$ cat src/hdl/i2p_pkg.sv
// ----------------------------------------------------------------------------
// i2p_pkg
// Shared constants, character codes and precedence functions for the
// infix to prefix converter.
// ----------------------------------------------------------------------------
package i2p_pkg;

    localparam int MAX_LEN = 64;
    localparam int ADDR_W  = $clog2(MAX_LEN);
    localparam int CNT_W   = $clog2(MAX_LEN + 1);
    localparam int CHAR_W  = 8;
    localparam int PREC_W  = 5;

    typedef logic [CHAR_W-1:0]        char_t;
    typedef logic [ADDR_W-1:0]        addr_t;
    typedef logic [CNT_W-1:0]         cnt_t;
    typedef logic signed [PREC_W-1:0] prec_t;

    localparam char_t CH_NUL    = 8'h00;
    localparam char_t CH_PLUS   = 8'h2B;
    localparam char_t CH_MINUS  = 8'h2D;
    localparam char_t CH_STAR   = 8'h2A;
    localparam char_t CH_SLASH  = 8'h2F;
    localparam char_t CH_CARET  = 8'h5E;
    localparam char_t CH_LPAREN = 8'h28;
    localparam char_t CH_RPAREN = 8'h29;
    localparam char_t CH_0      = 8'h30;
    localparam char_t CH_9      = 8'h39;
    localparam char_t CH_UA     = 8'h41;
    localparam char_t CH_UZ     = 8'h5A;
    localparam char_t CH_LA     = 8'h61;
    localparam char_t CH_LZ     = 8'h7A;

    localparam prec_t PIN_ADD   = 5'sd1;
    localparam prec_t PIN_MUL   = 5'sd3;
    localparam prec_t PIN_POW   = 5'sd6;
    localparam prec_t PIN_RPAR  = 5'sd0;
    localparam prec_t PIN_LPAR  = 5'sd9;
    localparam prec_t PIN_OTHER = -5'sd1;
    localparam prec_t PST_ADD   = 5'sd2;
    localparam prec_t PST_MUL   = 5'sd4;
    localparam prec_t PST_POW   = 5'sd5;
    localparam prec_t PST_OTHER = 5'sd0;

    function automatic logic is_alnum(input char_t c);
        return ((c >= CH_0) && (c <= CH_9)) || ((c >= CH_UA) && (c <= CH_UZ)) ||
               ((c >= CH_LA) && (c <= CH_LZ));
    endfunction

    function automatic char_t swap_paren(input char_t c);
        char_t r;
        r = c;
        if (c == CH_LPAREN)
            r = CH_RPAREN;
        else if (c == CH_RPAREN)
            r = CH_LPAREN;
        return r;
    endfunction

    function automatic prec_t prec_in(input char_t c);
        prec_t p;
        unique case (c)
            CH_PLUS, CH_MINUS: p = PIN_ADD;
            CH_STAR, CH_SLASH: p = PIN_MUL;
            CH_CARET:          p = PIN_POW;
            CH_RPAREN:         p = PIN_RPAR;
            CH_LPAREN:         p = PIN_LPAR;
            default:           p = PIN_OTHER;
        endcase
        return p;
    endfunction

    function automatic prec_t prec_stack(input char_t c);
        prec_t p;
        unique case (c)
            CH_PLUS, CH_MINUS: p = PST_ADD;
            CH_STAR, CH_SLASH: p = PST_MUL;
            CH_CARET:          p = PST_POW;
            default:           p = PST_OTHER;
        endcase
        return p;
    endfunction

endpackage

$ cat src/hdl/i2p_ram.sv
// ----------------------------------------------------------------------------
// i2p_ram
// Generic simple dual-port RAM, one write port, one registered read port.
// ----------------------------------------------------------------------------
module i2p_ram #(
    parameter int WIDTH = 8,
    parameter int DEPTH = 64
) (
    input  logic                     clk,
    input  logic                     we,
    input  logic [$clog2(DEPTH)-1:0] waddr,
    input  logic [WIDTH-1:0]         wdata,
    input  logic [$clog2(DEPTH)-1:0] raddr,
    output logic [WIDTH-1:0]         rdata
);

    logic [WIDTH-1:0] mem [DEPTH];

    always_ff @(posedge clk)
    begin
        if (we)
        begin
            mem[waddr] <= wdata;
        end
        rdata <= mem[raddr];
    end

endmodule

$ cat src/hdl/i2p_cmp.sv
// ----------------------------------------------------------------------------
// i2p_cmp
// Shared precedence compare unit: decides whether the stack top is popped
// for the character being scanned.
// ----------------------------------------------------------------------------
module i2p_cmp
    import i2p_pkg::*;
(
    input  char_t top_char,
    input  char_t cur_char,
    output logic  pop
);

    always_comb
    begin
        if (cur_char == CH_RPAREN)
            pop = (top_char != CH_LPAREN);
        else
            pop = (prec_stack(top_char) > prec_in(cur_char));
    end

endmodule

$ cat src/hdl/infix_to_prefix_converter.sv
// ----------------------------------------------------------------------------
// infix_to_prefix_converter
// Converts an infix expression, one character per transaction, to prefix.
// ----------------------------------------------------------------------------
// Input channel expr_*: one character per transaction, is_last on the final
// one. Up to 64 characters are stored; later ones are dropped and reported
// through input_truncated. A zero byte ends the expression.
// Output channel prefix_*: one prefix character per transaction, final_char
// on the last. An empty result is one transaction with empty_result set.
// While loading, expr_ready stays high, so characters may come back to back.
// After the last character the sequencer scans the buffer in reverse:
// letters and digits are emitted and '(' pushed from the class state, other
// characters go to the check state, each stack pop adding a wait state, all
// through the one compare unit and the stack RAM port. Ending the scan
// drains the stack, each entry with a wait state. Each result then
// passes RAM read, load and present; prefix_* stays stable while stalled.
// expr_ready is low from the last character until the final result is
// taken; the block then clears its counts and accepts the next expression.
// Reset returns the block to loading with empty buffers, no RAM clearing.
// ----------------------------------------------------------------------------
module infix_to_prefix_converter
    import i2p_pkg::*;
(
    input  logic        clk,
    input  logic        rst_n,
    input  logic        expr_valid,
    output logic        expr_ready,
    input  logic [7:0]  expr_char,
    input  logic        is_last,
    output logic        prefix_valid,
    input  logic        prefix_ready,
    output logic [7:0]  prefix_char,
    output logic        final_char,
    output logic        empty_result,
    output logic        input_truncated
);

    typedef enum logic [3:0] {
        S_LOAD,
        S_FETCH,
        S_CLASS,
        S_CHECK,
        S_WAIT,
        S_DRAIN,
        S_DWAIT,
        S_ORD,
        S_OLD,
        S_OHOLD
    } state_t;

    state_t state_reg, state_next;
    cnt_t   cnt_reg, cnt_next;
    cnt_t   len_reg, len_next;
    logic   zero_reg, zero_next;
    logic   ovf_reg, ovf_next;
    cnt_t   idx_reg, idx_next;
    cnt_t   sp_reg, sp_next;
    cnt_t   oc_reg, oc_next;
    addr_t  optr_reg, optr_next;
    char_t  cur_reg, cur_next;
    char_t  pch_reg, pch_next;
    logic   fin_reg, fin_next;
    logic   emp_reg, emp_next;
    logic   vld_reg, vld_next;

    logic  in_we;
    char_t in_rdata;
    addr_t in_raddr;
    logic  stk_we;
    char_t stk_wdata;
    char_t stk_rdata;
    addr_t stk_raddr;
    logic  emit;
    char_t emit_char;
    logic  out_we;
    char_t out_rdata;
    logic  cmp_pop;
    char_t scan_char;
    cnt_t  idx_m1;
    cnt_t  sp_m1;
    cnt_t  oc_m1;
    logic  in_acc;

    assign idx_m1    = idx_reg - cnt_t'(1);
    assign sp_m1     = sp_reg - cnt_t'(1);
    assign oc_m1     = oc_reg - cnt_t'(1);
    assign in_raddr  = idx_m1[ADDR_W-1:0];
    assign stk_raddr = sp_m1[ADDR_W-1:0];
    assign scan_char = swap_paren(in_rdata);
    assign in_acc    = expr_valid && expr_ready;
    assign in_we     = in_acc && (cnt_reg < cnt_t'(MAX_LEN));
    assign out_we    = emit && (oc_reg < cnt_t'(MAX_LEN));

    i2p_ram #(.WIDTH(CHAR_W), .DEPTH(MAX_LEN)) u_in_ram (
        .clk   (clk),
        .we    (in_we),
        .waddr (cnt_reg[ADDR_W-1:0]),
        .wdata (expr_char),
        .raddr (in_raddr),
        .rdata (in_rdata)
    );

    i2p_ram #(.WIDTH(CHAR_W), .DEPTH(MAX_LEN)) u_stk_ram (
        .clk   (clk),
        .we    (stk_we),
        .waddr (sp_reg[ADDR_W-1:0]),
        .wdata (stk_wdata),
        .raddr (stk_raddr),
        .rdata (stk_rdata)
    );

    i2p_ram #(.WIDTH(CHAR_W), .DEPTH(MAX_LEN)) u_out_ram (
        .clk   (clk),
        .we    (out_we),
        .waddr (oc_reg[ADDR_W-1:0]),
        .wdata (emit_char),
        .raddr (optr_reg),
        .rdata (out_rdata)
    );

    i2p_cmp u_cmp (
        .top_char (stk_rdata),
        .cur_char (cur_reg),
        .pop      (cmp_pop)
    );

    always_comb
    begin
        state_next = state_reg;
        cnt_next   = cnt_reg;
        len_next   = len_reg;
        zero_next  = zero_reg;
        ovf_next   = ovf_reg;
        idx_next   = idx_reg;
        sp_next    = sp_reg;
        oc_next    = oc_reg;
        optr_next  = optr_reg;
        cur_next   = cur_reg;
        pch_next   = pch_reg;
        fin_next   = fin_reg;
        emp_next   = emp_reg;
        vld_next   = vld_reg;
        stk_we     = 1'b0;
        stk_wdata  = cur_reg;
        emit       = 1'b0;
        emit_char  = stk_rdata;

        unique case (state_reg)
            S_LOAD:
            begin
                if (in_acc)
                begin
                    if (in_we)
                    begin
                        cnt_next = cnt_reg + cnt_t'(1);
                        if (!zero_reg)
                        begin
                            if (expr_char == CH_NUL)
                                zero_next = 1'b1;
                            else
                                len_next = cnt_reg + cnt_t'(1);
                        end
                    end
                    else
                    begin
                        ovf_next = 1'b1;
                    end
                    if (is_last)
                    begin
                        idx_next   = len_next;
                        sp_next    = '0;
                        oc_next    = '0;
                        state_next = S_FETCH;
                    end
                end
            end
            S_FETCH:
            begin
                if (idx_reg == '0)
                    state_next = S_DRAIN;
                else
                    state_next = S_CLASS;
            end
            S_CLASS:
            begin
                cur_next = scan_char;
                if (is_alnum(scan_char))
                begin
                    emit       = 1'b1;
                    emit_char  = scan_char;
                    idx_next   = idx_m1;
                    state_next = S_FETCH;
                end
                else if (scan_char == CH_LPAREN)
                begin
                    stk_wdata = scan_char;
                    if (sp_reg < cnt_t'(MAX_LEN))
                    begin
                        stk_we  = 1'b1;
                        sp_next = sp_reg + cnt_t'(1);
                    end
                    idx_next   = idx_m1;
                    state_next = S_FETCH;
                end
                else
                begin
                    state_next = S_CHECK;
                end
            end
            S_CHECK:
            begin
                if ((sp_reg != '0) && cmp_pop)
                begin
                    emit       = 1'b1;
                    sp_next    = sp_m1;
                    state_next = S_WAIT;
                end
                else
                begin
                    if (cur_reg == CH_RPAREN)
                    begin
                        // drop the matching open parenthesis
                        if (sp_reg != '0)
                            sp_next = sp_m1;
                    end
                    else if (sp_reg < cnt_t'(MAX_LEN))
                    begin
                        stk_we  = 1'b1;
                        sp_next = sp_reg + cnt_t'(1);
                    end
                    idx_next   = idx_m1;
                    state_next = S_FETCH;
                end
            end
            S_WAIT:
            begin
                state_next = S_CHECK;
            end
            S_DRAIN:
            begin
                if (sp_reg != '0)
                begin
                    emit       = 1'b1;
                    sp_next    = sp_m1;
                    state_next = S_DWAIT;
                end
                else
                begin
                    optr_next  = oc_m1[ADDR_W-1:0];
                    state_next = S_ORD;
                end
            end
            S_DWAIT:
            begin
                state_next = S_DRAIN;
            end
            S_ORD:
            begin
                if (oc_reg == '0)
                begin
                    pch_next   = CH_NUL;
                    fin_next   = 1'b1;
                    emp_next   = 1'b1;
                    vld_next   = 1'b1;
                    state_next = S_OHOLD;
                end
                else
                begin
                    state_next = S_OLD;
                end
            end
            S_OLD:
            begin
                pch_next   = out_rdata;
                fin_next   = (optr_reg == '0);
                emp_next   = 1'b0;
                vld_next   = 1'b1;
                state_next = S_OHOLD;
            end
            S_OHOLD:
            begin
                if (prefix_ready)
                begin
                    vld_next = 1'b0;
                    if (fin_reg)
                    begin
                        cnt_next   = '0;
                        len_next   = '0;
                        zero_next  = 1'b0;
                        ovf_next   = 1'b0;
                        sp_next    = '0;
                        oc_next    = '0;
                        state_next = S_LOAD;
                    end
                    else
                    begin
                        optr_next  = optr_reg - addr_t'(1);
                        state_next = S_ORD;
                    end
                end
            end
            default:
            begin
                state_next = S_LOAD;
            end
        endcase

        if (out_we)
            oc_next = oc_reg + cnt_t'(1);
    end

    always_ff @(posedge clk or negedge rst_n)
    begin
        if (!rst_n)
        begin
            state_reg <= S_LOAD;
            cnt_reg   <= '0;
            len_reg   <= '0;
            zero_reg  <= 1'b0;
            ovf_reg   <= 1'b0;
            idx_reg   <= '0;
            sp_reg    <= '0;
            oc_reg    <= '0;
            optr_reg  <= '0;
            cur_reg   <= '0;
            pch_reg   <= '0;
            vld_reg   <= 1'b0;
            fin_reg   <= 1'b0;
            emp_reg   <= 1'b0;
        end
        else
        begin
            state_reg <= state_next;
            cnt_reg   <= cnt_next;
            len_reg   <= len_next;
            zero_reg  <= zero_next;
            ovf_reg   <= ovf_next;
            idx_reg   <= idx_next;
            sp_reg    <= sp_next;
            oc_reg    <= oc_next;
            optr_reg  <= optr_next;
            cur_reg   <= cur_next;
            pch_reg   <= pch_next;
            vld_reg   <= vld_next;
            fin_reg   <= fin_next;
            emp_reg   <= emp_next;
        end
    end

    assign expr_ready      = (state_reg == S_LOAD);
    assign prefix_valid    = vld_reg;
    assign prefix_char     = pch_reg;
    assign final_char      = fin_reg;
    assign empty_result    = emp_reg;
    assign input_truncated = ovf_reg;

endmodule

$ cat config.mk
export PLATFORM = sky130hd
export DESIGN_NAME = infix_to_prefix_converter
export DESIGN_NICKNAME = d
export VERILOG_FILES = /design/src/hdl/i2p_pkg.sv /design/src/hdl/i2p_ram.sv /design/src/hdl/i2p_cmp.sv /design/src/hdl/infix_to_prefix_converter.sv
export SDC_FILE = /design/constraint.sdc
export NUM_CORES = 2
export LEC_CHECK = 0
export ABC_AREA = 1
export CORE_ASPECT_RATIO = 1.2
export CORE_MARGIN = 1.5
export CORE_UTILIZATION = 63
export CTS_CLUSTER_SIZE = 24
export DETAILED_ROUTE_END_ITERATION = 10
export DONT_BUFFER_PORTS = 1
export PLACE_DENSITY = 0.77
export REMOVE_ABC_BUFFERS = 1
export SYNTH_ARGS = -nofsm -noshare
export SYNTH_HDL_FRONTEND = slang
export SYNTH_SLANG_ARGS = --single-unit
$ cat constraint.sdc
create_clock -name clk -period 5.35 [get_ports clk]
set_input_delay 0.2675 -clock clk [delete_from_list [all_inputs] [get_ports clk]]
set_output_delay 0.2675 -clock clk [all_outputs]
set_load 0.03 [all_outputs]
==> flow_summary.yaml <==
status:
  outcome: "complete, no violations"
setup_path:
  ff2ff_setup_slack_ns: 1.36
  arrival_ns: 4.39
  crit_path_cell_trace: "inv_6 -> ha_4 -> nand3_2 -> inv_2 -> nand2_4 -> inv_2 -> nor2_8 -> nand3_4 -> nand3_2 -> nand2_4 -> inv_4 -> nand2_1 -> nor2_1"
  crit_fanout: 68
  critPathKind: "reg2reg"
  rr_worst_depth: 13
  crit_required_ns: 5.75
  slowest_delay_ns: 0.74
  path_buf_inv: 4
  crit_path_end_kind: "flip-flop"
  crit_path_top_delay_cell: "dfrtp_4"
  r2r-end: "u_out_ram.mem[20][7]"
  cp-start-kind: "flip-flop"
  cp_top_family: "simple AND/OR/NAND/NOR gates"
  reg2reg_from: "sp_reg[0]"
sta:
  finalSetupViolCount: 0
  final.setup.tns_ns: 0
  fin_worst_skew_ns: 0.0305
  drv_slew: 0
  hold_viol_final: 0
  timing.final.crit_share: 0.746
  fin_ws_ns: 1.36
  fmax_mhz: 251
  slew_headroom: 0.0832
  worstMarginPinSlew_ns: 1.38
  rsz0062_at_grt: "false"
  period_needed_ns: 3.99
hold_path:
  worstHoldPathType: "in2async"
clock_tree:
  cts_tree: "built"
  cts_max_path_buffers: 3
  clk_pin_slew_worst_paths_ns: 0.07
  clock-sinks: 1626
  numCtsBuffers: 151
  cts_setup_buffers: 0
  htreeDepth: 4
  clk_latency_ns: 0.78
  clockRootBuffer: "clkbuf_16"
floorplan:
  rows: 130
  fp.dieH_um: 359
  die_area_sq_um: 107000
  coreArea_sq_um: 105000
  die_x_um: 299
  pin_count: 26
  start_util: 0.635
detailed_routing:
  drt_iter0_drc: 6440
  wirelength_um: 167000
  final_antenna_net_count: 0
  drc: 0
  vias: 44500
  viasPerCell: 6.52
  avgRoutedWirePerCell_um: 24.6
  drt-pass1-iter-count: 8
final_layout:
  fin_area_sq_um: 72500
  finalNonFillerCells: 6820
  syn_to_final_growth_pct: 9.12
  layout_common_cells: "edfxtp_1, nor2_1, o21ai_0"
  top_regs: "u_in_ram.mem (512), u_out_ram.mem (512), u_stk_ram.mem (512)"
  drive_gt1_frac: 0.0703
  nets: 5333
  final_common_cell: "edfxtp_1"
power:
  power_leakage_nw: 23.7
  power_mw: 40.2
  ir_drop_uv: 770
  p_per_area_nw_per_um2: 554
global_route:
  grt_pass1_vias: 42300
  track_usage: 0.310
  antenna_found_initial: 1
  grt_max_degree: 258
  grt_pass1_wl_um: 250000
  gr-total-overflow: 0
yosys:
  synth_cells: 5418
  syn_avg_cell_area_sq_um: 12.3
  synthesis.area_sq_um: 66400
  ys_types: 50
  yosysSeqAreaShare: 0.726
  async_flop_share: 0.0406
  synth-edff-count: 1536
  ys.flop_type: "edfxtp_1"
  ys_ff_latch: 1626
  yosys_warnings: 0
placed_design:
  port_buffers: 0
  dpl.cell_count: 6522
  dp_hpwl_um: 97400
  dpl_cell_area_sq_um: 67400
  place_ws_ns: 1.46
  gp_congestion: 0.948
flow_run:
  drv_cap: 0
[worst max path at each step]
| stage | startpoint | end | slack (ns) | depth (start not counted) |
|---|---|---|---|---|
| CTS | cur_reg[4] | u_out_ram.mem[20][7] | 1.40 | 17 |
| global route | cur_reg[1] | u_out_ram.mem[20][7] | 1.08 | 18 |
| detailed placement | cur_reg[4] | u_out_ram.mem[20][6] | 1.46 | 17 |
| global placement | cur_reg[4] | u_stk_ram.mem[63][4] | 1.53 | 17 |
| floorplan | sp_reg[0] | sp_reg[1] | -7.23 | 11 |
| finish | sp_reg[0] | u_out_ram.mem[20][7] | 1.36 | 13 |
[layout make-up]
cell class / count / area (sq um)
Sequential cell: 1626 / 48300
Fill cell: 6904 / 32100
Multi-Input combinational cell: 3320 / 16400
Clock buffer: 204 / 4180
Tap cell: 1386 / 1730
Timing Repair Buffer: 81 / 881
Clock inverter: 72 / 523
Inverter: 130 / 508
Antenna cell: 1 / 2.50
[cell usage after synthesis, types with 8 or more instances]
library cell,n,share of area
o22ai_1,156,0.015
nand4_1,11,0.0010
inv_1,109,0.0062
o211ai_1,196,0.022
inv_2,15,0.00085
nand2_1,351,0.020
dfrtp_1,66,0.025
a22o_1,8,0.0011
a21oi_1,43,0.0032
edfxtp_1,1536,0.69
o21ai_0,876,0.066
nor2_2,15,0.0014
o21ai_1,15,0.0011
nand3_1,257,0.019
buf_4,11,0.0012
nand2_4,10,0.0017
dfxtp_1,24,0.0072
o221ai_1,85,0.011
clkbuf_1,221,0.012
buf_1,18,0.0010
nor3_1,32,0.0024
buf_2,90,0.0068
nor2_1,1194,0.067
ha_1,10,0.0019
nand2_2,9,0.00085
[power breakdown]
group          total, mW  internal [mW]  switching (mW)
logic               13.8           3.46            10.4
registers           16.0           15.6           0.432
clock network       10.3           5.73            4.55
total               40.2           24.8            15.4
[repair_timing]
item,CTS,global route
endpoints found under the setup margin,0,0
hold buffers,21,0
endpoints found under the hold margin,604,0
resized for setup,0,0
[metal layers]
metal | vias to the layer above | track usage | part of all wire
met4 | 0 | 0.151 | 0.048
li1 | 19600 | - | -
met3 | 481 | 0.0551 | 0.10
met2 | 2901 | 0.504 | 0.48
met5 | - | 0 | 0
met1 | 21500 | 0.409 | 0.37
[stage by stage]
stage	utilization	hold WS, ns
final	0.693	0.0837
after floorplan	-	-0.0281
after CTS	0.693	0.0661
after global routing	0.693	0.115
after global placement	0.645	-0.0236
after detailed placement	0.645	-0.0150
[logic make-up after synthesis]
logic type / Yosys count / synth area share
AND/OR/NAND/NOR: 1910 / 0.120
AO/OA/AOI/OAI: 1388 / 0.120
buffers and inverters: 472 / 0.0294
adder cells (fa/ha/maj): 10 / 0.00188
XOR/XNOR: 11 / 0.00179
flip-flops: 1626 / 0.726
multiplexers: 1 / 0.000170
Note: power is estimated with default switching activity, not from simulation.
